<file path="config.mk">
export PLATFORM = sky130hd
export DESIGN_NAME = oac_ctrl
export DESIGN_NICKNAME = d
export VERILOG_FILES = /design/src/design/oac_pkg.sv /design/src/design/oac_ctrl.sv
export SDC_FILE = /design/constraint.sdc
export NUM_CORES = 1
export LEC_CHECK = 0
export BUFFER_PORTS_ARGS = -buffer_cell sky130_fd_sc_hd__buf_2
export CAP_MARGIN = 20
export CORE_ASPECT_RATIO = 1.5
export CORE_MARGIN = 3
export CORE_UTILIZATION = 35
export CTS_CLUSTER_SIZE = 8
export DETAILED_ROUTE_END_ITERATION = 8
export PLACE_DENSITY = 0.6
export SETUP_SLACK_MARGIN = 0.05
export SYNTH_ARGS = -nofsm -noshare
export SYNTH_HDL_FRONTEND = slang
export SYNTH_SLANG_ARGS = --single-unit
</file>
<file path="constraint.sdc">
create_clock -name clk -period 4.75 [get_ports clk]
set_clock_uncertainty 0.15 [all_clocks]
set_input_delay 0.2375 -clock clk [delete_from_list [all_inputs] [get_ports clk]]
set_output_delay 0.2375 -clock clk [all_outputs]
set_load 0.1 [all_outputs]
</file>
<file path="src/design/oac_pkg.sv">
`timescale 1ns / 1ps
// ----------------------------------------------------------------------------
// Object cache package
// Sizes, slot and write-command types, and request codes that the cache
// modules share.
// ----------------------------------------------------------------------------
package oac_pkg;

  localparam int ENTRIES  = 16;
  localparam int IDX_W    = (ENTRIES > 1) ? $clog2(ENTRIES) : 1;
  localparam int KEY_W    = 64;
  localparam int HANDLE_W = 32;
  localparam int SIZE_W   = 17;
  localparam int STAMP_W  = 32;
  localparam int SLOT_W   = 4;

  localparam logic [STAMP_W-1:0] STAMP_MAX = '1;

  localparam logic ACT_LOOKUP = 1'b0;
  localparam logic ACT_ADD    = 1'b1;

  typedef struct packed {
    logic                valid;
    logic [KEY_W-1:0]    key;
    logic [HANDLE_W-1:0] handle;
    logic [SIZE_W-1:0]   size;
    logic [STAMP_W-1:0]  stamp;
  } slot_t;

  typedef struct packed {
    logic                en;
    logic [IDX_W-1:0]    idx;
    logic                set_data;
    logic                set_tag;
    logic [STAMP_W-1:0]  stamp;
    logic [KEY_W-1:0]    key;
    logic [HANDLE_W-1:0] handle;
    logic [SIZE_W-1:0]   size;
  } wr_cmd_t;

endpackage

</file>
<file path="src/design/oac_ctrl.sv">
`timescale 1ns / 1ps
// ----------------------------------------------------------------------------
// Object cache controller
// Watches the head of the rotating slot chain, finds the key match and the
// least recently used slot, then issues at most one write and the result.
// ----------------------------------------------------------------------------
module oac_ctrl (
  input  logic                            clk,
  input  logic                            rst,
  input  logic                            start,
  output logic                            busy,
  input  logic                            action,
  input  logic [oac_pkg::KEY_W-1:0]       key,
  input  logic [oac_pkg::HANDLE_W-1:0]    value_handle,
  input  logic [oac_pkg::SIZE_W-1:0]      object_size,
  input  oac_pkg::slot_t                  head,
  output logic                            shift,
  output oac_pkg::wr_cmd_t                wr,
  output logic                            done,
  output logic                            hit,
  output logic [oac_pkg::SLOT_W-1:0]      slot_index,
  output logic [oac_pkg::HANDLE_W-1:0]    found_handle,
  output logic [oac_pkg::SIZE_W-1:0]      found_size,
  output logic                            evicted
);

  typedef enum logic [2:0] {
    ST_IDLE  = 3'b001,
    ST_SCAN  = 3'b010,
    ST_WRITE = 3'b100
  } state_t;

  state_t                          state;
  logic [oac_pkg::IDX_W-1:0]       scan_cnt;
  logic                            req_action;
  logic [oac_pkg::KEY_W-1:0]       req_key;
  logic [oac_pkg::HANDLE_W-1:0]    req_handle;
  logic [oac_pkg::SIZE_W-1:0]      req_size;
  logic                            found;
  logic [oac_pkg::IDX_W-1:0]       found_idx;
  logic [oac_pkg::HANDLE_W-1:0]    hit_handle;
  logic [oac_pkg::SIZE_W-1:0]      hit_size;
  logic [oac_pkg::STAMP_W-1:0]     min_stamp;
  logic [oac_pkg::IDX_W-1:0]       victim_idx;
  logic                            victim_valid;
  logic [oac_pkg::STAMP_W-1:0]     use_counter;
  logic [oac_pkg::STAMP_W-1:0]     stamp_next;
  logic                            key_match;
  logic                            take_min;
  logic                            accept;
  logic                            last_step;
  logic                            is_add;

  assign busy      = (state != ST_IDLE);
  assign accept    = start && !busy;
  assign shift     = (state == ST_SCAN);
  assign last_step = (scan_cnt == oac_pkg::IDX_W'(oac_pkg::ENTRIES - 1));
  assign is_add    = (req_action == oac_pkg::ACT_ADD);
  assign key_match = head.valid && (head.key == req_key);
  assign take_min  = (scan_cnt == '0) || (head.stamp < min_stamp);

  // The use counter saturates at its maximum.
  assign stamp_next = (use_counter == oac_pkg::STAMP_MAX) ? use_counter
                                                          : use_counter + 1'b1;

  always_comb begin
    wr          = '0;
    wr.en       = (state == ST_WRITE) && (found || is_add);
    wr.idx      = found ? found_idx : victim_idx;
    wr.set_data = is_add;
    wr.set_tag  = is_add && !found;
    wr.stamp    = stamp_next;
    wr.key      = req_key;
    wr.handle   = req_handle;
    wr.size     = req_size;
  end

  always_ff @(posedge clk) begin
    if (rst) begin
      state       <= ST_IDLE;
      scan_cnt    <= '0;
      found       <= 1'b0;
      done        <= 1'b0;
      use_counter <= '0;
    end else begin
      done <= (state == ST_WRITE);
      case (state)
        ST_IDLE: begin
          if (accept) begin
            state    <= ST_SCAN;
            scan_cnt <= '0;
            found    <= 1'b0;
          end
        end
        ST_SCAN: begin
          if (key_match) begin
            found <= 1'b1;
          end
          scan_cnt <= scan_cnt + 1'b1;
          if (last_step) begin
            state <= ST_WRITE;
          end
        end
        ST_WRITE: begin
          if (wr.en) begin
            use_counter <= stamp_next;
          end
          state <= ST_IDLE;
        end
        default: begin
          state <= ST_IDLE;
        end
      endcase
    end
  end

  always_ff @(posedge clk) begin
    if (accept) begin
      req_action <= action;
      req_key    <= key;
      req_handle <= value_handle;
      req_size   <= object_size;
    end
    if (state == ST_SCAN) begin
      // The first match in slot order wins.
      if (key_match && !found) begin
        found_idx  <= scan_cnt;
        hit_handle <= head.handle;
        hit_size   <= head.size;
      end
      // Strict compare keeps the lowest slot on equal stamps.
      if (take_min) begin
        min_stamp    <= head.stamp;
        victim_idx   <= scan_cnt;
        victim_valid <= head.valid;
      end
    end
    if (state == ST_WRITE) begin
      hit          <= found;
      evicted      <= is_add && !found && victim_valid;
      found_handle <= (found && !is_add) ? hit_handle : '0;
      found_size   <= (found && !is_add) ? hit_size : '0;
      if (found) begin
        slot_index <= oac_pkg::SLOT_W'(found_idx);
      end else if (is_add) begin
        slot_index <= oac_pkg::SLOT_W'(victim_idx);
      end else begin
        slot_index <= '0;
      end
    end
  end

endmodule

</file>
==> metrics.csv <==
stage,metric,value,unit
final_layout,final cell count without fillers,2049,
sta,Final setup violation count,0,
yosys,post-synthesis area per instance,14.2,µm²
final_layout,Nets,1859,
sta,Tcrit/Tclk final,86.7,%
placed_design,GPL Wtd Cong,0.860,
pwr,leakage,7.46,nW
yosys,post-synthesis cell area,0.0123,mm²
sta,FMAX,243,MHz
pwr,cell internal pwr,4.87,mW
global_route,gr ovfl total,0,
sta,Worst Tran Pin Value,1030,ps
yosys,"Seq/Total Area, Yosys",70.1,%
sta,PnR worst setup slack,633,ps
worst_hold_path,Hold Crit Class,input port to flop,
global_route,initial antenna violation count,7,
placed_design,Port Buffers,472,
setup_path,maximum fanout along the worst path,26,
clock_tree,CTS tree,done,
final_layout,most frequent cells in the layout,"buf_2 (473), edfxtp_1 (259), dlygate4sd3_1 (196)",
clock_tree,clk root buf,clkbuf_16,
yosys,synth unique cells,54,
setup_path,CP Class,flop to output port,
yosys,Syn Nets,1161,
floorplan,row count,83,
global_route,Total Routing Usage GR,21.0,%
drt,DR iter-0 viols,415,
yosys,Post-Syn Instances,864,
yosys,Post-synth EDFFs,259,
pwr,switch share,27.0,%
drt,DR top layer,met4,
setup_path,Crit path required time,4360,ps
clock_tree,clock latency on the worst-skew pair,520,ps
pwr,PD cells,364,mW/mm²
drt,Total Wirelength,40300,µm
sta,setup TNS,0,ps
run_status,status,"finished, final reports clean",
placed_design,Placement Setup Slack,1190,ps
clock_tree,CTS max path bufs,3,
clock_tree,postcts setup bufs,0,
clock_tree,CTS buffer count,43,
sta,pins over their slew limit,0,
floorplan,Die Width,159,µm
clock_tree,CTS Sinks,300,
global_route,first-pass GRT wire length,60300,µm
pwr,P_sw,1.80,mW
sta,Slew HR,31.4,%
sta,Fin. Hold Viols,0,
floorplan,I/O Pins,473,
pwr,total power,6.68,mW
final_layout,share of cells above drive strength 1,34.5,%
floorplan,height of the die,235,µm
clock_tree,post-CTS resize count,0,
setup_path,number of cells on the worst reg-to-reg path,7,
setup_path,Worst Setup End Kind,output port,
floorplan,DIE AREA,0.0374,mm²
clock_tree,H-tree depth,2,
setup_path,crit path DAT,3730,ps
drt,routed vias,9483,
final_layout,"commonest non-fill, non-tap cell in the layout",buf_2,
drt,average wire per standard cell,19.7,µm
pwr,sequential power share,44.9,%
worst_hold_path,Hold Path Stages,4,
pwr,Clk pwr share,40.2,%
floorplan,initial core utilization,35.7,%
drt,met1 WL,14200,µm
setup_path,Register-to-Register Setup Slack,1440,ps
final_layout,area grow syn2layout,49.4,%
placed_design,# placed instances,1787,
drt,via-per-instance ratio,4.63,
setup_path,Startpoint Class,flop,
placed_design,hpwl dp,29600,µm
yosys,Post-synth ARST share,0,%
drt,DR WL met2,20000,µm
job,max-cap violation count,0,
global_route,pin count of the biggest net entering global routing,80,
drt,Final ANT Viol Nets,0,
pwr,combinational power share,14.9,%
yosys,YS warnings,0,
global_route,vias in the first global route,10300,
worst_hold_path,Hold Path Origin,start,
sta,unrepaired setup endpoints after global routing,false,
worst_hold_path,Hold Path End,found,
setup_path,worst r2r dst,hit_handle[30],
clock_tree,Clock transition at path regs,50,ps
floorplan,core region area,0.0344,mm²
drt,Met3 Wirelength,3870,µm
yosys,Main synth FF type,edfxtp_1,
drt,DR DRC count,0,
final_layout,number of fill cells,2829,
drt,DRT Pass-1 Iters,5,
pwr,peak supply drop,377,µV
setup_path,Worst R2R Start,req_key[21],
yosys,Seq cells post-synth,300,
sta,Final Critical Period,4120,ps
worst max-delay path by stage:
stage / depth (start not counted) / endpoint / from / slack (ps)
after floorplan: 6 / found_idx[0] / req_key[7] / 620
after global placement: 8 / wr[141] / use_counter[0] / 1230
after detailed placement: 8 / wr[141] / use_counter[0] / 1190
after CTS: 8 / wr[141] / use_counter[0] / 580
after global routing: 8 / wr[141] / use_counter[0] / 360
final: 8 / wr[141] / use_counter[0] / 630
what timing repair did:
| action | CTS | global route |
|---|---|---|
| hold buffers | 196 | 0 |
| setup endpoints to repair | 0 | 0 |
| hold endpoints to repair | 196 | 0 |
cells by family (layout without fill, tap and decap cells):
logic type,Yosys count,in the layout,synth area share (%)
other,0,7,0
DFF,300,300,70.1
xor gates and xnor gates,105,105,7.49
muxes,6,6,0.540
adders and majority gates,34,34,3.47
buffers and inverters,78,789,2.64
AOI/OAI and AO/OA,78,78,4.33
and+or+nand+nor,263,263,11.5
routing by layer:
layer	track usage [%]	vias up
met5	0	-
met4	11.3	0
met3	8.04	105
met2	36.8	455
met1	21.6	4408
li1	-	4515
critical path: stages (launching register included):
cell and delay [ps]:
dfxtp_1 420, ha_1 230, nand3_1 180, or2_2 400, or3_1 770, nor2_1 360
nand2_1 120, xnor2_1 230, buf_2 480
metrics by stage:
step	util [%]	instance area, µm²	hold WS [ps]
2_1_floorplan	-	12300	186
3_3_place_gp	44.2	15200	264
3_5_place_dp	44.2	15200	266
4_1_cts	53.3	18300	88.9
5_1_grt	53.3	18300	89.1
6_report	53.3	18300	88.3
final cells by class:
type,count,area (µm²),area share [%]
Antenna cell,7,17.5,0.0956
Clock buffer,56,1130,6.19
Clock inverter,2,12.5,0.0683
Inverter,54,205,1.12
Multi-Input combinational cell,486,3380,18.4
Sequential cell,300,8600,46.9
Tap cell,467,584,3.19
Timing Repair Buffer,677,4400,24.0
registers in the layout, summed over array words and instances (netlist names), 3 cells and up:
name	flops
min_stamp	32
scan_cnt	4
req_handle	32
hit_size	17
found_idx	4
req_key	64
state	3
found_size	17
hit_handle	32
use_counter	32
victim_idx	4
req_size	17
slot_index	4
found_handle	32
power by group through the flow:
stage | combinational (mW) | clock, mW | sequential, mW
final | 0.996 | 2.69 | 3.00
after global routing | 1.04 | 2.85 | 3.00
after CTS | 0.994 | 2.74 | 2.99
after detailed placement | 0.862 | 0 | 3.04
after global placement | 0.858 | 0 | 3.04
after floorplan | 0.140 | 0 | 3.51
Yosys cell counts (all sizes together) (5+ instances only):
cell type / n / area (µm²)
clkbuf: 15 / 56.3
ha: 34 / 425
nor2b: 11 / 68.8
o22ai: 5 / 31.3
and3: 5 / 31.3
a211oi: 6 / 45.0
buf: 9 / 65.1
dfxtp: 41 / 821
inv: 53 / 199
or3: 6 / 42.5
or4: 5 / 37.5
mux2: 5 / 56.3
nand4: 23 / 150
o21ai: 20 / 100
and2: 53 / 332
a21o: 10 / 75.1
xnor2: 50 / 438
nand2: 35 / 134
xor2: 55 / 482
edfxtp: 259 / 7780
nor3: 14 / 75.1
o211ai: 7 / 52.6
nor4: 16 / 115
a21oi: 13 / 65.1
nor2: 64 / 240
nand3: 19 / 95.1
Power figures use the tool's default switching activity.
