**src/design/oac_pkg.sv**
```systemverilog
`timescale 1ns / 1ps
// ----------------------------------------------------------------------------
// Object cache package
// Sizes, slot and write-command types, and request codes that the cache
// modules share.
// ----------------------------------------------------------------------------
package oac_pkg;

  localparam int ENTRIES  = 16;
  localparam int IDX_W    = (ENTRIES > 1) ? $clog2(ENTRIES) : 1;
  localparam int KEY_W    = 64;
  localparam int HANDLE_W = 32;
  localparam int SIZE_W   = 17;
  localparam int STAMP_W  = 32;
  localparam int SLOT_W   = 4;

  localparam logic [STAMP_W-1:0] STAMP_MAX = '1;

  localparam logic ACT_LOOKUP = 1'b0;
  localparam logic ACT_ADD    = 1'b1;

  typedef struct packed {
    logic                valid;
    logic [KEY_W-1:0]    key;
    logic [HANDLE_W-1:0] handle;
    logic [SIZE_W-1:0]   size;
    logic [STAMP_W-1:0]  stamp;
  } slot_t;

  typedef struct packed {
    logic                en;
    logic [IDX_W-1:0]    idx;
    logic                set_data;
    logic                set_tag;
    logic [STAMP_W-1:0]  stamp;
    logic [KEY_W-1:0]    key;
    logic [HANDLE_W-1:0] handle;
    logic [SIZE_W-1:0]   size;
  } wr_cmd_t;

endpackage

```
**src/design/oac_cell.sv**
```systemverilog
`timescale 1ns / 1ps
// ----------------------------------------------------------------------------
// Object cache slot cell
// Holds one slot. It takes its neighbor's slot on a shift, or is updated in
// place by a write command when selected.
// ----------------------------------------------------------------------------
module oac_cell (
  input  logic             clk,
  input  logic             rst,
  input  logic             shift,
  input  logic             sel,
  input  oac_pkg::slot_t   nbr,
  input  oac_pkg::wr_cmd_t wr,
  output oac_pkg::slot_t   slot
);

  // Reset clears the whole slot. A shift copies the neighbor, and a selected
  // write always refreshes the stamp.
  always_ff @(posedge clk) begin
    if (rst) begin
      slot <= '0;
    end else if (shift) begin
      slot <= nbr;
    end else if (sel) begin
      slot.stamp <= wr.stamp;
      if (wr.set_tag) begin
        slot.valid <= 1'b1;
        slot.key   <= wr.key;
      end
      if (wr.set_data) begin
        slot.handle <= wr.handle;
        slot.size   <= wr.size;
      end
    end
  end

endmodule

```
**config.mk**
```make
export PLATFORM = sky130hd
export DESIGN_NAME = oac_cell
export DESIGN_NICKNAME = d
export VERILOG_FILES = /design/src/design/oac_pkg.sv /design/src/design/oac_cell.sv
export SDC_FILE = /design/constraint.sdc
export NUM_CORES = 1
export LEC_CHECK = 0
export BUFFER_PORTS_ARGS = -buffer_cell sky130_fd_sc_hd__buf_2
export CORE_AREA = 2 2 174 176
export CTS_BUF_LIST = sky130_fd_sc_hd__clkbuf_4
export DETAILED_ROUTE_END_ITERATION = 12
export DIE_AREA = 0 0 176 178
export GPL_ROUTABILITY_DRIVEN = 1
export MAX_ROUTING_LAYER = met4
export SLEW_MARGIN = 20
export SYNTH_ARGS = -nofsm -noshare
export SYNTH_HDL_FRONTEND = slang
export SYNTH_SLANG_ARGS = --single-unit
```
**constraint.sdc**
```tcl
create_clock -name clk -period 2.1 [get_ports clk]
set_input_delay 0.105 -clock clk [delete_from_list [all_inputs] [get_ports clk]]
set_output_delay 0.105 -clock clk [all_outputs]
set_load 0.005 [all_outputs]
```
==> results of run 1 <==
==> cells by family after synthesis <==
group | Yosys count | synth area share, %
buf+inv | 102 | 7.01
simple gates | 260 | 18.4
mux | 32 | 3.96
flops | 146 | 36.2
compound gates | 259 | 34.5
==> path summary, 6_finish.rpt <==
path,startpoint,to,cells after the start
setup / recovery,sel,slot[110],6
hold / removal,rst,slot[145],3
setup reg to reg,slot[54],slot[54],3
hold reg to reg,slot[145],slot[145],2
==> critical path, stage by stage <==
cell	delay, ps
clkbuf_8	470
buf_4	290
nand3_1	90
dlygate4sd3_1	600
a311oi_2	300
dlygate4sd3_1	590
==> cell type report <==
cell class,instances,area (µm²),area share [%]
Timing Repair Buffer,777,5640,40.5
Tap cell,390,488,3.50
Multi-Input combinational cell,551,4590,33.0
Inverter,1,8.76,0.0629
Antenna cell,1,2.50,0.0180
Clock buffer,18,135,0.970
Clock inverter,12,136,0.979
Sequential cell,146,2920,21.0
==> cell usage in the layout (no fill, tap or decap) <==
cell type | synthesis | final
buf_2 | 34 | 438
dlygate4sd3_1 | 0 | 302
nor2b_1 | 146 | 146
dfxtp_1 | 146 | 146
nand3_1 | 113 | 113
a21bo_2 | 104 | 104
a311oi_2 | 64 | 64
a311oi_1 | 49 | 49
mux2i_1 | 32 | 32
a211oi_1 | 29 | 29
buf_4 | 7 | 24
clkbuf_4 | 0 | 18
buf_12 | 1 | 11
a21bo_1 | 9 | 9
clkinvlp_4 | 0 | 5
a211oi_2 | 4 | 4
inv_6 | 0 | 3
bufinv_16 | 0 | 2
clkinv_4 | 0 | 2
diode_2 | 0 | 1
nor3_1 | 1 | 1
clkinv_1 | 0 | 1
buf_6 | 10 | 1
clkbuf_8 | 0 | 1
==> metal layers <==
| metal | GRT usage, % | vias up |
|---|---|---|
| met5 | - | - |
| met4 | 8.54 | 0 |
| met3 | 4.18 | 73 |
| met2 | 34.7 | 393 |
| met1 | 22.6 | 4422 |
| li1 | - | 4376 |
==> per-stage QoR <==
stage / instance area (µm²) / hold WS (ps) / utilization [%] / setup slack [ps] / power (mW)
4_1_cts: 13900 / 264 / 47.4 / 238 / 7.10
5_1_grt: 13900 / 313 / 47.4 / 76.6 / 7.42
3_3_place_gp: 10600 / 365 / 36.2 / 654 / 4.65
6_report: 13900 / 331 / 47.4 / 52.6 / 7.05
3_5_place_dp: 10600 / 386 / 36.2 / 630 / 4.67
2_1_floorplan: 8080 / 275 / - / 1140 / 3.99
==> synth_stat cells <==
cell / number / area share [%]
buf_6: 10 / 1.4
clkbuf_2: 1 / 0.062
a211oi_1: 29 / 2.7
buf_8: 2 / 0.37
buf_2: 34 / 2.1
clkbuf_1: 36 / 1.7
nor2b_1: 146 / 11
a311oi_2: 64 / 12
mux2i_1: 32 / 4.0
dfxtp_1: 146 / 36
nand3_1: 113 / 7.0
a21bo_2: 104 / 13
nor3_1: 1 / 0.062
buf_1: 10 / 0.46
inv_2: 1 / 0.046
buf_12: 1 / 0.25
buf_4: 7 / 0.65
a21bo_1: 9 / 1.1
a211oi_2: 4 / 0.62
a311oi_1: 49 / 5.3
==> power breakdown <==
group	leakage [nW]	internal [mW]	switching (mW)	total, mW
sequential	1.22	2.98	0.103	3.08
combinational	4.87	1.24	0.847	2.08
clock	0.131	0.714	1.18	1.89
total	6.22	4.93	2.13	7.05
==> flow_summary.yaml, run 1 <==
outcome:
  status: "complete, no violations"
yosys:
  ys_types: 20
  synth-seq-cells: 146
  syn_inst: 799
  synth_area_per_cell_um2: 10.1
  yosys_warnings: 0
  ys_seq_area_share_pct: 36.2
  syn-num-nets: 1101
  netlist_area_um2: 8080
finish:
  fillers: 2695
  drive_gt1_share_pct: 45.0
  stdcell_count: 1896
  largest_reg_flops: 146
  reg.largest.list: "slot x146"
  synthToLayoutAreaGrowth_pct: 72.3
  top_register: "slot"
  num-nets-final: 1796
routing:
  wl_met3_mm: 2.09
  wl_mm: 32.0
  first_pass_iters: 4
  first_iter_violations: 358
  wl_met1_mm: 12.9
  via_per_inst: 4.89
  drc_errors: 0
  postRouteAntennaNets: 0
  wire_per_inst_um: 16.9
  top_layer_used: "met4"
  via_count: 9264
  wl_met2_mm: 15.9
setup_path:
  arrival_ps: 2520
  startpoint_type: "primary input"
  end_kind: "register"
  crit_type: "primary input to register"
  cp.required_ps: 2570
  reg2reg_slack_ps: 560
  cp_max_fo: 82
sta:
  slew_violations: 0
  setup_viol: 0
  rsz0062_at_grt: "false"
  finalClockSkew_ps: 0
  worst_pin_slew_ps: 604
  fmax_mhz: 488
  finalSetupTns_ps: 0
  relSlewSlack_pct: 59.7
  min_period_over_period_pct: 97.5
  period_minus_slack_ps: 2050
  finalHoldViolCount: 0
power:
  max-vdd-ir-drop_mv: 0.269
  power-per-cell-area_nw_per_um2: 507
  leakage_nw: 6.22
clock_tree:
  cts_setup_buffers: 0
  cts_resized: 0
  ctsHoldBuffers: 302
  cts_buffers: 17
  clk_path_buf_depth: 2
  cts_tree: "yes"
  cts.sinks: 146
  clock_latency_ps: 520
  root_buffer: "clkbuf_4"
  cts_max_level: 4
  clk_pin_slew_worst_paths_ps: 140
die:
  fp.dieArea_um2: 31300
  fp.dieH_um: 178
  initial_utilization_pct: 27.5
  coreArea_um2: 29400
  dieWidth_um: 176
  core.rowCount: 63
  ios: 448
global_routing:
  grt_pass1_vias: 9616
  grt-ovfl-total: 0
  grt_first_pass_wirelength_mm: 49.1
  grt_antenna_before_repair: 2
  grt_max_degree: 96
  grtUsageTotal_pct: 20.1
place:
  globalplace.congestion: 0.827
  dpl.cell_count: 1563
  hpwl_mm: 19.4
  port_buffers: 442
job:
  max_cap_viol_count: 0
hold_path:
  min_path_type: "primary input to register"
(Power assumes the default switching activity.)
==> run 2: changes to the inputs <==
ABC_AREA = 1   (was unset)
CORE_AREA = 2 2 176 178   (was 2 2 174 176)
DIE_AREA = 0 0 178 180   (was 0 0 176 178)
RECOVER_POWER = 25   (was unset)
==> run 2 against run 1 <==
  * Global-route usage fell by 0.42 points
  * Die area rose by 2.3%
  * Non-clock buffer count shrank 1
  * Combinational power up 3%
  * Sequential cell count did not move
  * Worst setup slack got worse by 6.1 ps
  * Core utilization down 2.5 points
  * Synthesized cell count increased by 54%
  * Clock skew unchanged
  * Sequential share of layout area rose by 0.59 points
  * Power grew 3.9%
  * Critical endpoint is now slot[111]
  * Largest cell class unchanged
  * Largest power group unchanged
==> flow_summary.yaml, run 2 <==
finish:
  register_area_um2: 2920
  final_common_cell: "nand2_1"
  synthToLayoutAreaGrowth_pct: 78.6
  stdcell_count: 2343
  mostFrequentLayoutCells: "nand2_1 (548), buf_2 (383), dlygate4sd3_1 (315), nor2_1 (226), dfxtp_1 (146)"
  largest_reg_flops: 146
  top_register: "slot"
  drive_gt1_share_pct: 22.6
  fillers: 2926
  multiInputGateArea_um2: 4140
  design_area_um2: 13500
  utilization_pct: 44.9
  num-nets-final: 2236
  reg.largest.list: "slot x146"
routing:
  drc_errors: 0
  postRouteAntennaNets: 0
  first_pass_iters: 5
  wl_mm: 31.7
  wire_per_inst_um: 13.5
  first_iter_violations: 470
  via_count: 10448
  via_per_inst: 4.46
setup_path:
  startpoint_type: "primary input"
  cpMaxStageDelayCell: "dlygate4sd3_1"
  arrival_ps: 2550
  r2r_start: "slot[103]"
  max_stage_delay_ps: 560
  crit_type: "primary input to register"
  cp_max_fo: 72
  crit_chain: "buf_4 > inv_8 > buf_12 > nand2_1 > nand2_1 > dlygate4sd3_1 > nor2_1 > nor2_1 > dlygate4sd3_1"
  end_kind: "register"
  crit_start: "shift"
  cp.required_ps: 2590
clock_tree:
  cts_tree: "yes"
  cts.sinks: 146
  cts_setup_buffers: 0
  cts_max_level: 4
  clk_path_buf_depth: 2
  clock_latency_ps: 490
  cts_buffers: 17
  root_buffer: "clkbuf_4"
  clk_pin_slew_worst_paths_ps: 160
global_routing:
  grt-ovfl-total: 0
  grt_first_pass_wirelength_mm: 49.9
  grt_pass1_vias: 10542
  grt_antenna_before_repair: 1
  grtUsageTotal_pct: 19.7
  grt_max_degree: 73
yosys:
  ys_async_sr_fraction_pct: 0
  ys_types: 15
  syn-num-nets: 1531
  syn_inst: 1229
  synth_common_cells: "nand2_1 (550), nor2_1 (226), dfxtp_1 (146)"
  netlist_area_um2: 7580
  yosys_warnings: 0
  yosysMostFrequentCell: "nand2_1"
  ys_top_cells_by_area: "dfxtp_1 (39%), nand2_1 (27%), nand3b_1 (11%)"
  synth_area_per_cell_um2: 6.17
  synth_edf_count: 0
  synth-seq-cells: 146
  synth_area_leader_cell: "dfxtp_1"
  netlist.area_leader.share_pct: 38.5
  ys_seq_area_share_pct: 38.5
  ys.flop_type: "dfxtp_1"
power:
  comb_power_share_pct: 29.4
  power-per-cell-area_nw_per_um2: 541
  max-vdd-ir-drop_mv: 0.248
  leakage_nw: 7.18
  total_power_mw: 7.33
  p_sw_share_pct: 29.9
  p_int_mw: 5.14
  power_frac_clock_pct: 28.5
  seq_power_share_pct: 42.1
  p_sw_mw: 2.19
place:
  pre_cts_ws_ps: 615
  globalplace.congestion: 0.880
  port_buffers: 442
  dpl.cell_count: 1996
  hpwl_mm: 19.3
  dpl-instance-area_um2: 10200
sta:
  fmax_mhz: 487
  finalSetupTns_ps: 0
  timing.final.ws_setup_ps: 46.5
  period_minus_slack_ps: 2050
  hold_slack_ps: 114
  relSlewSlack_pct: 44.3
  finalHoldViolCount: 0
  worst_pin_slew_ps: 835
  min_period_over_period_pct: 97.8
  finalClockSkew_ps: 0
  rsz0062_at_grt: "false"
  setup_viol: 0
  slew_violations: 0
die:
  fp.dieArea_um2: 32000
  core.rowCount: 64
  ios: 448
  initial_utilization_pct: 25.1
  dieWidth_um: 178
  coreArea_um2: 30200
  fp.dieH_um: 180
job:
  max_cap_viol_count: 0
outcome:
  status: "complete, no violations"
hold_path:
  min_path_type: "primary input to register"
  min_from: "wr[145]"
-- run 2: cell types whose count changed after synthesis, moves of 10 or more --
cell | before | now
nand2_1 | 0 | 550
buf_2 | 34 | 58
inv_1 | 0 | 34
a311oi_2 | 64 | 0
buf_6 | 10 | 0
nand3_1 | 113 | 64
clkbuf_1 | 36 | 22
nor2_1 | 0 | 226
mux2i_1 | 32 | 0
nand3b_1 | 0 | 113
a311oi_1 | 49 | 0
a21bo_2 | 104 | 0
nor2b_1 | 146 | 0
a211oi_1 | 29 | 0
-- run 2: cell type report --
class	instances	share of cell area [%]
Multi-Input combinational cell	958	30.6
Antenna cell	1	0.0185
Clock buffer	19	1.05
Clock inverter	12	1.34
Timing Repair Buffer	776	40.8
Sequential cell	146	21.6
Tap cell	396	3.66
Inverter	35	1.03
-- run 2: final timing paths --
check / slack [ps] / to / depth (start not counted)
setup reg to reg: 820 / slot[103] / 4
hold / removal: 110 / slot[128] / 5
hold reg to reg: 590 / slot[77] / 3
setup / recovery: 50 / slot[111] / 9
-- run 2: logic make-up (layout without fill, tap and decap cells) --
family / count (synthesis) / in the layout / share of synthesized area, %
compound gates: 4 / 4 / 0.313
buf+inv: 125 / 842 / 7.24
flops: 146 / 146 / 38.5
other cells: 0 / 1 / 0
simple gates: 954 / 954 / 53.9
-- run 2: power by group through the flow --
| stage | Combinational [mW] | Sequential [mW] | Clock (mW) |
|---|---|---|---|
| floorplan | 0.799 | 3.17 | 0 |
| global placement | 1.55 | 3.13 | 0 |
| detailed placement | 1.56 | 3.14 | 0 |
| CTS | 2.14 | 3.08 | 2.18 |
| global route | 2.37 | 3.12 | 2.28 |
| finish | 2.15 | 3.09 | 2.09 |
-- run 2: critical path, delay by kind of cell --
kind	cells	cell delay, ps
buffers and inverters	5	1910
AND/OR/NAND/NOR	4	440
-- run 2: repair_timing --
action,CTS,global route
endpoints found under the hold margin,146,0
hold buffers,315,0
resized for setup,0,0
-- run 2: routing by layer --
metal  GRT usage, %  share of wire (%)  vias to the layer above
li1               -                  -                     5181
met1           21.4                 41                     4740
met2           34.4                 49                      434
met3           3.51                6.4                       93
met4           9.18                4.0                        0
met5              -                  0                        -
